<file path="src/hw/rtl/bsfb_pkg.sv">
// ----------------------------------------------------------------------------
// bsfb_pkg
// Types and constants shared by the byte-stuffed frame builder.
// ----------------------------------------------------------------------------
package bsfb_pkg;

	localparam logic [7:0] FLAG_BYTE     = 8'h7E;
	localparam logic [7:0] ESCAPE_BYTE   = 8'h7D;
	localparam logic [7:0] FLAG_SUBST    = 8'h5E;
	localparam logic [7:0] ESCAPE_SUBST  = 8'h5D;
	localparam logic [7:0] ADDRESS_RESET = 8'h03;
	localparam logic [7:0] CONTROL_SEQ0  = 8'h00;
	localparam logic [7:0] CONTROL_SEQ1  = 8'h40;

	// one classified payload byte, as queued between front and back
	typedef struct packed {
		logic       hdr;
		logic [7:0] addr;
		logic       seq;
		logic [7:0] data;
		logic [7:0] bcc;
		logic       last;
	} frame_cmd_t;

	typedef enum logic [8:0] {
		ST_FLAG  = 9'b000000001,
		ST_ADDR  = 9'b000000010,
		ST_CTRL  = 9'b000000100,
		ST_BCC1  = 9'b000001000,
		ST_DATA  = 9'b000010000,
		ST_DATA2 = 9'b000100000,
		ST_CHK   = 9'b001000000,
		ST_CHK2  = 9'b010000000,
		ST_CLOSE = 9'b100000000
	} step_t;

	function automatic logic needs_escape(input logic [7:0] b);
		return (b == FLAG_BYTE) || (b == ESCAPE_BYTE);
	endfunction

	function automatic logic [7:0] escape_subst(input logic [7:0] b);
		return (b == FLAG_BYTE) ? FLAG_SUBST : ESCAPE_SUBST;
	endfunction

endpackage

</file>
<file path="src/hw/rtl/bsfb_front.sv">
// ----------------------------------------------------------------------------
// bsfb_front
// Accepts payload bytes, tracks frame state and running check, and builds
// one queued command per byte.
// ----------------------------------------------------------------------------
module bsfb_front (
	input  logic                 clk,
	input  logic                 arst_n,
	input  logic                 address_we,
	input  logic [7:0]           address_byte,
	input  logic                 push,
	input  logic                 q_full,
	input  logic [7:0]           data_byte,
	input  logic                 seq_bit,
	input  logic                 last_byte,
	output logic                 q_wr,
	output bsfb_pkg::frame_cmd_t q_cmd
);
	import bsfb_pkg::*;

	logic       in_frame_q;
	logic [7:0] check_q;
	logic [7:0] address_q;
	logic [7:0] bcc;

	assign q_wr = push && !q_full;
	assign bcc  = (in_frame_q ? check_q : 8'h00) ^ data_byte;

	always_comb begin
		q_cmd.hdr  = !in_frame_q;
		q_cmd.addr = address_q;
		q_cmd.seq  = seq_bit;
		q_cmd.data = data_byte;
		q_cmd.bcc  = bcc;
		q_cmd.last = last_byte;
	end

	always_ff @(posedge clk or negedge arst_n) begin
		if (!arst_n) begin
			in_frame_q <= 1'b0;
			check_q    <= 8'h00;
			address_q  <= ADDRESS_RESET;
		end else begin
			if (address_we) begin
				address_q <= address_byte;
			end
			if (q_wr) begin
				in_frame_q <= !last_byte;
				check_q    <= last_byte ? 8'h00 : bcc;
			end
		end
	end

endmodule

</file>
<file path="src/hw/rtl/bsfb_queue.sv">
// ----------------------------------------------------------------------------
// bsfb_queue
// Short command queue between the front and the back.
// ----------------------------------------------------------------------------
module bsfb_queue #(
	parameter int DEPTH = 2
) (
	input  logic                 clk,
	input  logic                 arst_n,
	input  logic                 wr,
	input  bsfb_pkg::frame_cmd_t wr_cmd,
	input  logic                 rd,
	output bsfb_pkg::frame_cmd_t rd_cmd,
	output logic                 full,
	output logic                 empty
);
	import bsfb_pkg::*;

	localparam int AW = (DEPTH > 1) ? $clog2(DEPTH) : 1;
	localparam int CW = $clog2(DEPTH + 1);

	frame_cmd_t    mem [DEPTH];
	frame_cmd_t    rd_cmd_q;
	logic [AW-1:0] wr_ptr_q;
	logic [AW-1:0] rd_ptr_q;
	logic [AW-1:0] rd_ptr_nxt;
	logic [CW-1:0] count_q;

	assign full       = (count_q == CW'(DEPTH));
	assign empty      = (count_q == '0);
	assign rd_cmd     = rd_cmd_q;
	assign rd_ptr_nxt = rd ? ((rd_ptr_q == AW'(DEPTH - 1)) ? '0 : rd_ptr_q + 1'b1) : rd_ptr_q;

	// head entry held in a register, with the incoming transaction passed through
	always_ff @(posedge clk) begin
		if (wr) begin
			mem[wr_ptr_q] <= wr_cmd;
		end
		if (wr && (wr_ptr_q == rd_ptr_nxt)) begin
			rd_cmd_q <= wr_cmd;
		end else begin
			rd_cmd_q <= mem[rd_ptr_nxt];
		end
	end

	always_ff @(posedge clk or negedge arst_n) begin
		if (!arst_n) begin
			wr_ptr_q <= '0;
			rd_ptr_q <= '0;
			count_q  <= '0;
		end else begin
			if (wr) begin
				wr_ptr_q <= (wr_ptr_q == AW'(DEPTH - 1)) ? '0 : wr_ptr_q + 1'b1;
			end
			rd_ptr_q <= rd_ptr_nxt;
			if (wr && !rd) begin
				count_q <= count_q + 1'b1;
			end else if (rd && !wr) begin
				count_q <= count_q - 1'b1;
			end
		end
	end

endmodule

</file>
<file path="src/hw/rtl/bsfb_back.sv">
// ----------------------------------------------------------------------------
// bsfb_back
// Per queued command, emits header at frame start, stuffed data, check and
// closing flag at end; one byte per cycle into the output register when free.
// ----------------------------------------------------------------------------
module bsfb_back (
	input  logic                 clk,
	input  logic                 arst_n,
	input  logic                 q_empty,
	input  bsfb_pkg::frame_cmd_t q_cmd,
	output logic                 q_rd,
	input  logic                 pop,
	output logic                 empty,
	output logic [7:0]           line_byte,
	output logic                 run_end,
	output logic                 frame_end
);
	import bsfb_pkg::*;

	step_t      step_q;
	logic       start_q;
	logic       ovalid_q;
	logic [7:0] obyte_q;
	logic       orun_q;
	logic       oend_q;

	step_t      cur;
	step_t      nxt;
	logic [7:0] b;
	logic       done;
	logic       adv;
	logic [7:0] ctrl;

	assign ctrl = q_cmd.seq ? CONTROL_SEQ1 : CONTROL_SEQ0;
	assign adv  = !q_empty && (!ovalid_q || pop);
	assign q_rd = adv && done;

	always_comb begin
		cur  = start_q ? (q_cmd.hdr ? ST_FLAG : ST_DATA) : step_q;
		nxt  = ST_FLAG;
		b    = FLAG_BYTE;
		done = 1'b0;
		case (cur)
			ST_FLAG: begin
				b   = FLAG_BYTE;
				nxt = ST_ADDR;
			end
			ST_ADDR: begin
				b   = q_cmd.addr;
				nxt = ST_CTRL;
			end
			ST_CTRL: begin
				b   = ctrl;
				nxt = ST_BCC1;
			end
			ST_BCC1: begin
				b   = q_cmd.addr ^ ctrl;
				nxt = ST_DATA;
			end
			ST_DATA: begin
				if (needs_escape(q_cmd.data)) begin
					b   = ESCAPE_BYTE;
					nxt = ST_DATA2;
				end else begin
					b    = q_cmd.data;
					nxt  = ST_CHK;
					done = !q_cmd.last;
				end
			end
			ST_DATA2: begin
				b    = escape_subst(q_cmd.data);
				nxt  = ST_CHK;
				done = !q_cmd.last;
			end
			ST_CHK: begin
				if (needs_escape(q_cmd.bcc)) begin
					b   = ESCAPE_BYTE;
					nxt = ST_CHK2;
				end else begin
					b   = q_cmd.bcc;
					nxt = ST_CLOSE;
				end
			end
			ST_CHK2: begin
				b   = escape_subst(q_cmd.bcc);
				nxt = ST_CLOSE;
			end
			ST_CLOSE: begin
				b    = FLAG_BYTE;
				done = 1'b1;
			end
			default: begin
				b    = FLAG_BYTE;
				done = 1'b1;
			end
		endcase
	end

	always_ff @(posedge clk or negedge arst_n) begin
		if (!arst_n) begin
			step_q   <= ST_FLAG;
			start_q  <= 1'b1;
			ovalid_q <= 1'b0;
		end else begin
			if (adv) begin
				ovalid_q <= 1'b1;
				start_q  <= done;
				step_q   <= nxt;
			end else if (pop) begin
				ovalid_q <= 1'b0;
			end
		end
	end

	always_ff @(posedge clk) begin
		if (adv) begin
			obyte_q <= b;
			orun_q  <= done;
			oend_q  <= (cur == ST_CLOSE);
		end
	end

	assign empty     = !ovalid_q;
	assign line_byte = obyte_q;
	assign run_end   = orun_q;
	assign frame_end = oend_q;

endmodule

</file>
<file path="src/hw/rtl/byte_stuffed_frame_builder.sv">
// ----------------------------------------------------------------------------
// byte_stuffed_frame_builder
// HDLC-style framer: header, byte-stuffed payload, XOR check, closing flag.
// ----------------------------------------------------------------------------
// Payload bytes are pushed one per transaction and classified by the front
// part, which keeps the frame state and running check and samples the address
// register at the first byte of a frame. The back part emits one line byte per
// cycle unless its output register waits unpopped. Per payload byte it emits
// one or two for a plain or escaped byte, plus four for the header on the first
// byte and two to three for check and flag on the last, nine at most. The back
// sequencer's single byte per cycle sets the sustained rate; up to QUEUE_DEPTH
// classified bytes wait between the parts, and the result register lets a new
// byte be pushed while a line byte waits to be popped. No clearing pass.
// ----------------------------------------------------------------------------
module byte_stuffed_frame_builder #(
	parameter int QUEUE_DEPTH = 2
) (
	input  logic       clk,
	input  logic       arst_n,
	input  logic       address_we,
	input  logic [7:0] address_byte,
	input  logic       push,
	output logic       full,
	input  logic [7:0] data_byte,
	input  logic       seq_bit,
	input  logic       last_byte,
	output logic       empty,
	input  logic       pop,
	output logic [7:0] line_byte,
	output logic       run_end,
	output logic       frame_end
);
	import bsfb_pkg::*;

	frame_cmd_t wr_cmd;
	frame_cmd_t rd_cmd;
	logic       q_wr;
	logic       q_rd;
	logic       q_empty;

	bsfb_front u_front (
		.clk          (clk),
		.arst_n       (arst_n),
		.address_we   (address_we),
		.address_byte (address_byte),
		.push         (push),
		.q_full       (full),
		.data_byte    (data_byte),
		.seq_bit      (seq_bit),
		.last_byte    (last_byte),
		.q_wr         (q_wr),
		.q_cmd        (wr_cmd)
	);

	bsfb_queue #(
		.DEPTH (QUEUE_DEPTH)
	) u_queue (
		.clk    (clk),
		.arst_n (arst_n),
		.wr     (q_wr),
		.wr_cmd (wr_cmd),
		.rd     (q_rd),
		.rd_cmd (rd_cmd),
		.full   (full),
		.empty  (q_empty)
	);

	bsfb_back u_back (
		.clk       (clk),
		.arst_n    (arst_n),
		.q_empty   (q_empty),
		.q_cmd     (rd_cmd),
		.q_rd      (q_rd),
		.pop       (pop),
		.empty     (empty),
		.line_byte (line_byte),
		.run_end   (run_end),
		.frame_end (frame_end)
	);

endmodule

</file>
<file path="config.mk">
export PLATFORM = sky130hd
export DESIGN_NAME = byte_stuffed_frame_builder
export DESIGN_NICKNAME = d
export VERILOG_FILES = /design/src/hw/rtl/bsfb_pkg.sv /design/src/hw/rtl/bsfb_front.sv /design/src/hw/rtl/bsfb_queue.sv /design/src/hw/rtl/bsfb_back.sv /design/src/hw/rtl/byte_stuffed_frame_builder.sv
export SDC_FILE = /design/constraint.sdc
export NUM_CORES = 1
export LEC_CHECK = 0
export BUFFER_PORTS_ARGS = -buffer_cell sky130_fd_sc_hd__buf_2
export CORE_MARGIN = 5
export CORE_UTILIZATION = 53
export CTS_CLUSTER_DIAMETER = 150
export DETAILED_ROUTE_END_ITERATION = 6
export GPL_TIMING_DRIVEN = 0
export HOLD_SLACK_MARGIN = 0.1
export PLACE_DENSITY = 0.75
export SLEW_MARGIN = 15
export SYNTH_ARGS = -nofsm -noshare
export SYNTH_HDL_FRONTEND = slang
export SYNTH_SLANG_ARGS = --single-unit
export TNS_END_PERCENT = 10
</file>
<file path="constraint.sdc">
create_clock -name clk -period 4.9 [get_ports clk]
set_clock_uncertainty 0.1 [all_clocks]
set_input_delay 0.245 -clock clk [delete_from_list [all_inputs] [get_ports clk]]
set_output_delay 0.245 -clock clk [all_outputs]
set_load 0.01 [all_outputs]
</file>
==> results.md <==
* Critical-path top delay cell: mux2i_1
* Final non-filler cell total at 487
* Cells along the critical path: buf_2, mux2i_1, xnor2_1, o211ai_1, a21oi_1, o32a_2, ha_1, xor2_1, nor2_1, xor2_1
* TritonCTS clock tree: built
* Placement Cell Area at ~0.0046 mm²
* Routability Congestion at between 0.8 and 0.9
* # H-tree levels at 3
* Highest Signal Layer: met4
* Number of endpoints with negative hold slack in the final report at 0
* Largest area contributor in the netlist: edfxtp_1
* Flip-flop and latch count after synthesis at slightly below 100
* Kind of path behind the tightest hold check: in -> reg
* IR Drop Worst-Case VDD at between 0.3 and 0.4 mV
* Design Power at approximately 2.8 mW
* Count of maximum capacitance violations at 0
* Area of all placed cells without fillers at 0.00496 mm²
* Total length of routed met3 wires at approximately 480 µm
* Reg clk slew, reported paths at approximately 0.090 ns
* Most used standard cells in the synthesized netlist: 64 x edfxtp_1, 30 x nand2_1, 28 x dfrtp_1, 21 x mux2_2, 15 x nor2_1
* Router iterations before antenna repair at 4
* Setup tns final at 0 ns
* Part of the total power dissipated in sequential elements at between 40% and 50%
* Final worst path period share at 54.5%
* Die Y at roughly 100 µm
* Detailed-route DRC error count at 0
* Worst hold slack at 0.188 ns
* Clock latency reported for the late side of the worst-skew pair at 0.36 ns
* Post-route worst setup slack at roughly 2.2 ns
* Internal power summed over all cells at 1.79 mW
* Total clock sinks at 97
* Setup repair after global routing missed its margin: false
* Proportion of synthesized chip area in sequential cells at between 60 and 70%
* Library cell with the highest instance count after synthesis: edfxtp_1
* Number of routed nets with antenna violations at 0
* Switching power total at approximately 1.0 mW
* Top achievable clock speed at between 0.3 and 0.4 GHz
* Number of buffers added by the clock tree synthesis step at 9
* Number of enable-type register cells in the synthesized netlist at between 60 and 70
* Total track usage at a little under a fifth
* Remaining Overflow, GRT at 0
* Area share of the largest cell type after synthesis at between 40% and 50%
* Slew at the pin closest to its max-slew limit at about 0.87 ns
* Number of unique standard cell types used by synthesis at 54
* Initial drt markers at 141
* Share of post-route cells with drive strength above 1 at 24.2%
* Crit Path Max Fanout at 9
* CTS Root Buffer Type: clkbuf_8
* Wire length of the first global-routing pass at 13800 µm
* Site Rows at 32
* Final routed wire length divided by cell count at 17.3 µm
* Arr. time, crit path at roughly 2.8 ns
* Yosys warns at 0
* Biggest cell delay along the critical path at around 0.47 ns
* Most frequent cell on the critical path: xor2_1
* Met2 Wirelength at 4040 µm
* Avg Synthesized Cell Area at between 10 and 15 µm²
* Die width at between 90 and 100 µm
* Data required time of the worst path at between 5 and 6 ns
* Boundary Pins at 35
* Final Routed Wirelength at about 8400 µm
* Area of the core at 0.00781 mm²
* Number of global-route vias before repair at between 2k and 3k
* Worst setup slack for register-to-register paths at 2.23 ns
* Crit start category: flop
* Setup violators final at 0
* Area contributors post-synth: edfxtp_1 45%, dfrtp_1 16%, mux2_2 5.5%, mux2i_1 3.3%, xnor2_1 2.9%
* Via-per-instance ratio at around 5.6
* Largest buffer count on any clock path at 2
* Initial antenna violation count at 0
* Final-report max-slew violation count at 0
* Worst slack at placement at about 2.3 ns
* Die footprint at approximately 0.01 mm²
* Clock network power share at between 15 and 20%
* Syn-to-layout area delta at 15.8%
* Number of gates given a new drive strength after cts at 0
* Post-Syn Instances at between 300 and 400
* Final antenna diode count at 0
* Buffers on Ports at 33
* Worst setup path class: reg -> reg
* Count of filler cells inserted in the layout at 605
* Crit path time final at about 2.7 ns
* Endpoint kind of the worst setup timing path: flop
* Synth Flop Type: edfxtp_1
* Placed cell count at around 450
* Combinational cell fraction of total power at between 30% and 40%
* Share of async-settable or async-resettable flops after synthesis at between 30% and 40%
* Initial core utilization at between 50% and 60%
* Reported leakage power at slightly below 2 nW
* Number of nets produced by synthesis at between 300 and 400
* Detailed-routing wirelength on met1 at about 3800 µm
* Power per standard cell area at roughly 570 mW/mm²
* Normalized max-slew margin at 41.3%
* Total via count in the routed design at approximately 2.7k
* Number of nets at the end of the flow at 404
* Post-route core utilization at 63.6%
* Fraction of power spent switching nets at 36.6%
* Largest net degree at the start of global routing at 33
* HPWL after detailed placement at 5840 µm
* Post-synthesis instance area at between 0.004 and 0.005 mm²
* Run status: complete, no violations
timing repair:
item | 4_1_cts | 5_1_grt
setup buffers | 0 | 0
hold buffers | 20 | 0
endpoints found under the hold margin | 57 | 0
endpoints found under the setup margin | 0 | 0
power by group through the flow:
stage	clock network (mW)	logic (mW)	registers, mW
final	0.475	1.06	1.29
after global routing	0.519	1.16	1.32
after CTS	0.484	1.06	1.30
after detailed placement	0	1.04	1.31
after global placement	0	1.02	1.31
after floorplan	0	0.742	1.31
state kept, by name, summed over array words and instances (netlist names), named ones only:
name                cells
u_front.check_q         8
u_queue.rd_ptr_q        1
u_front.address_q       8
u_back.run_end          1
u_queue.count_q         2
u_back.step_q           9
u_back.line_byte        8
u_back.ovalid_q         1
u_back.frame_end        1
u_queue.mem            54
u_front.in_frame_q      1
u_back.start_q          1
u_queue.wr_ptr_q        1
cells in the final DEF (no fill, tap or decap), types with 3 or more instances in the layout:
| cell | n |
|---|---|
| o31ai_1 | 5 |
| o21ai_0 | 3 |
| and2_1 | 4 |
| edfxtp_1 | 64 |
| nor3_1 | 3 |
| dlygate4sd3_1 | 20 |
| o211ai_1 | 5 |
| buf_2 | 38 |
| a21oi_1 | 7 |
| inv_1 | 6 |
| a22o_1 | 8 |
| clkbuf_8 | 9 |
| xor2_1 | 6 |
| nand2b_1 | 6 |
| dfstp_2 | 4 |
| nand2_1 | 30 |
| o21ai_1 | 5 |
| nor2b_1 | 5 |
| nor2_1 | 14 |
| mux2i_1 | 14 |
| a22oi_1 | 3 |
| dfrtp_1 | 28 |
| mux2_2 | 21 |
| xnor2_1 | 14 |
| clkbuf_1 | 7 |
| nand3_1 | 3 |
| nand4_1 | 6 |
| nor4b_1 | 4 |
metal layers:
metal,GRT usage [%],up-vias
met4,7.25,0
met1,25.3,1324
met2,28.8,75
li1,-,1310
met3,2.99,9
met5,0,-
cell families (layout without fill, tap and decap cells):
kind of cell	count (synthesis)	after routing	synth area share [%]
mux	35	35	8.79
compound gates	54	54	9.23
simple gates	89	89	11.4
fa+ha+maj	1	1	0.292
xor+xnor	20	20	4.09
buf+inv	20	89	2.07
flops	97	97	64.1
path summary, 6_finish.rpt:
kind | depth (start not counted) | startpoint | end
setup / recovery | 10 | flop | u_queue.count_q[1]
hold / removal | 3 | push | u_front.check_q[0]
setup reg to reg | 10 | flop | u_queue.count_q[1]
hold reg to reg | 0 | u_front.address_q[4] | u_queue.mem[1][22]
max in group asynchronous | 2 | arst_n | u_front.check_q[1]
min in group asynchronous | 2 | arst_n | u_back.step_q[4]
critical path, delay by kind of cell (launching register included):
kind                       cells  cell delay [ns]
muxes                          1             0.47
adders and majority gates      1             0.17
buffers and inverters          1             0.24
AOI/OAI and AO/OA              3             0.71
xor gates and xnor gates       3             0.49
DFF                            1             0.31
and+or+nand+nor                1             0.07
final cells by class:
type | instances | area (µm²) | share of cell area, %
clock inverter | 7 | 52.6 | 1.06
multi-input combinational | 199 | 1460 | 29.4
sequential | 97 | 2750 | 55.4
clock buffer | 9 | 124 | 2.50
timing repair buffer | 53 | 365 | 7.36
inverter | 7 | 26.3 | 0.529
buffer | 13 | 62.6 | 1.26
tap | 102 | 128 | 2.57
Power figures use the tool's default switching activity.
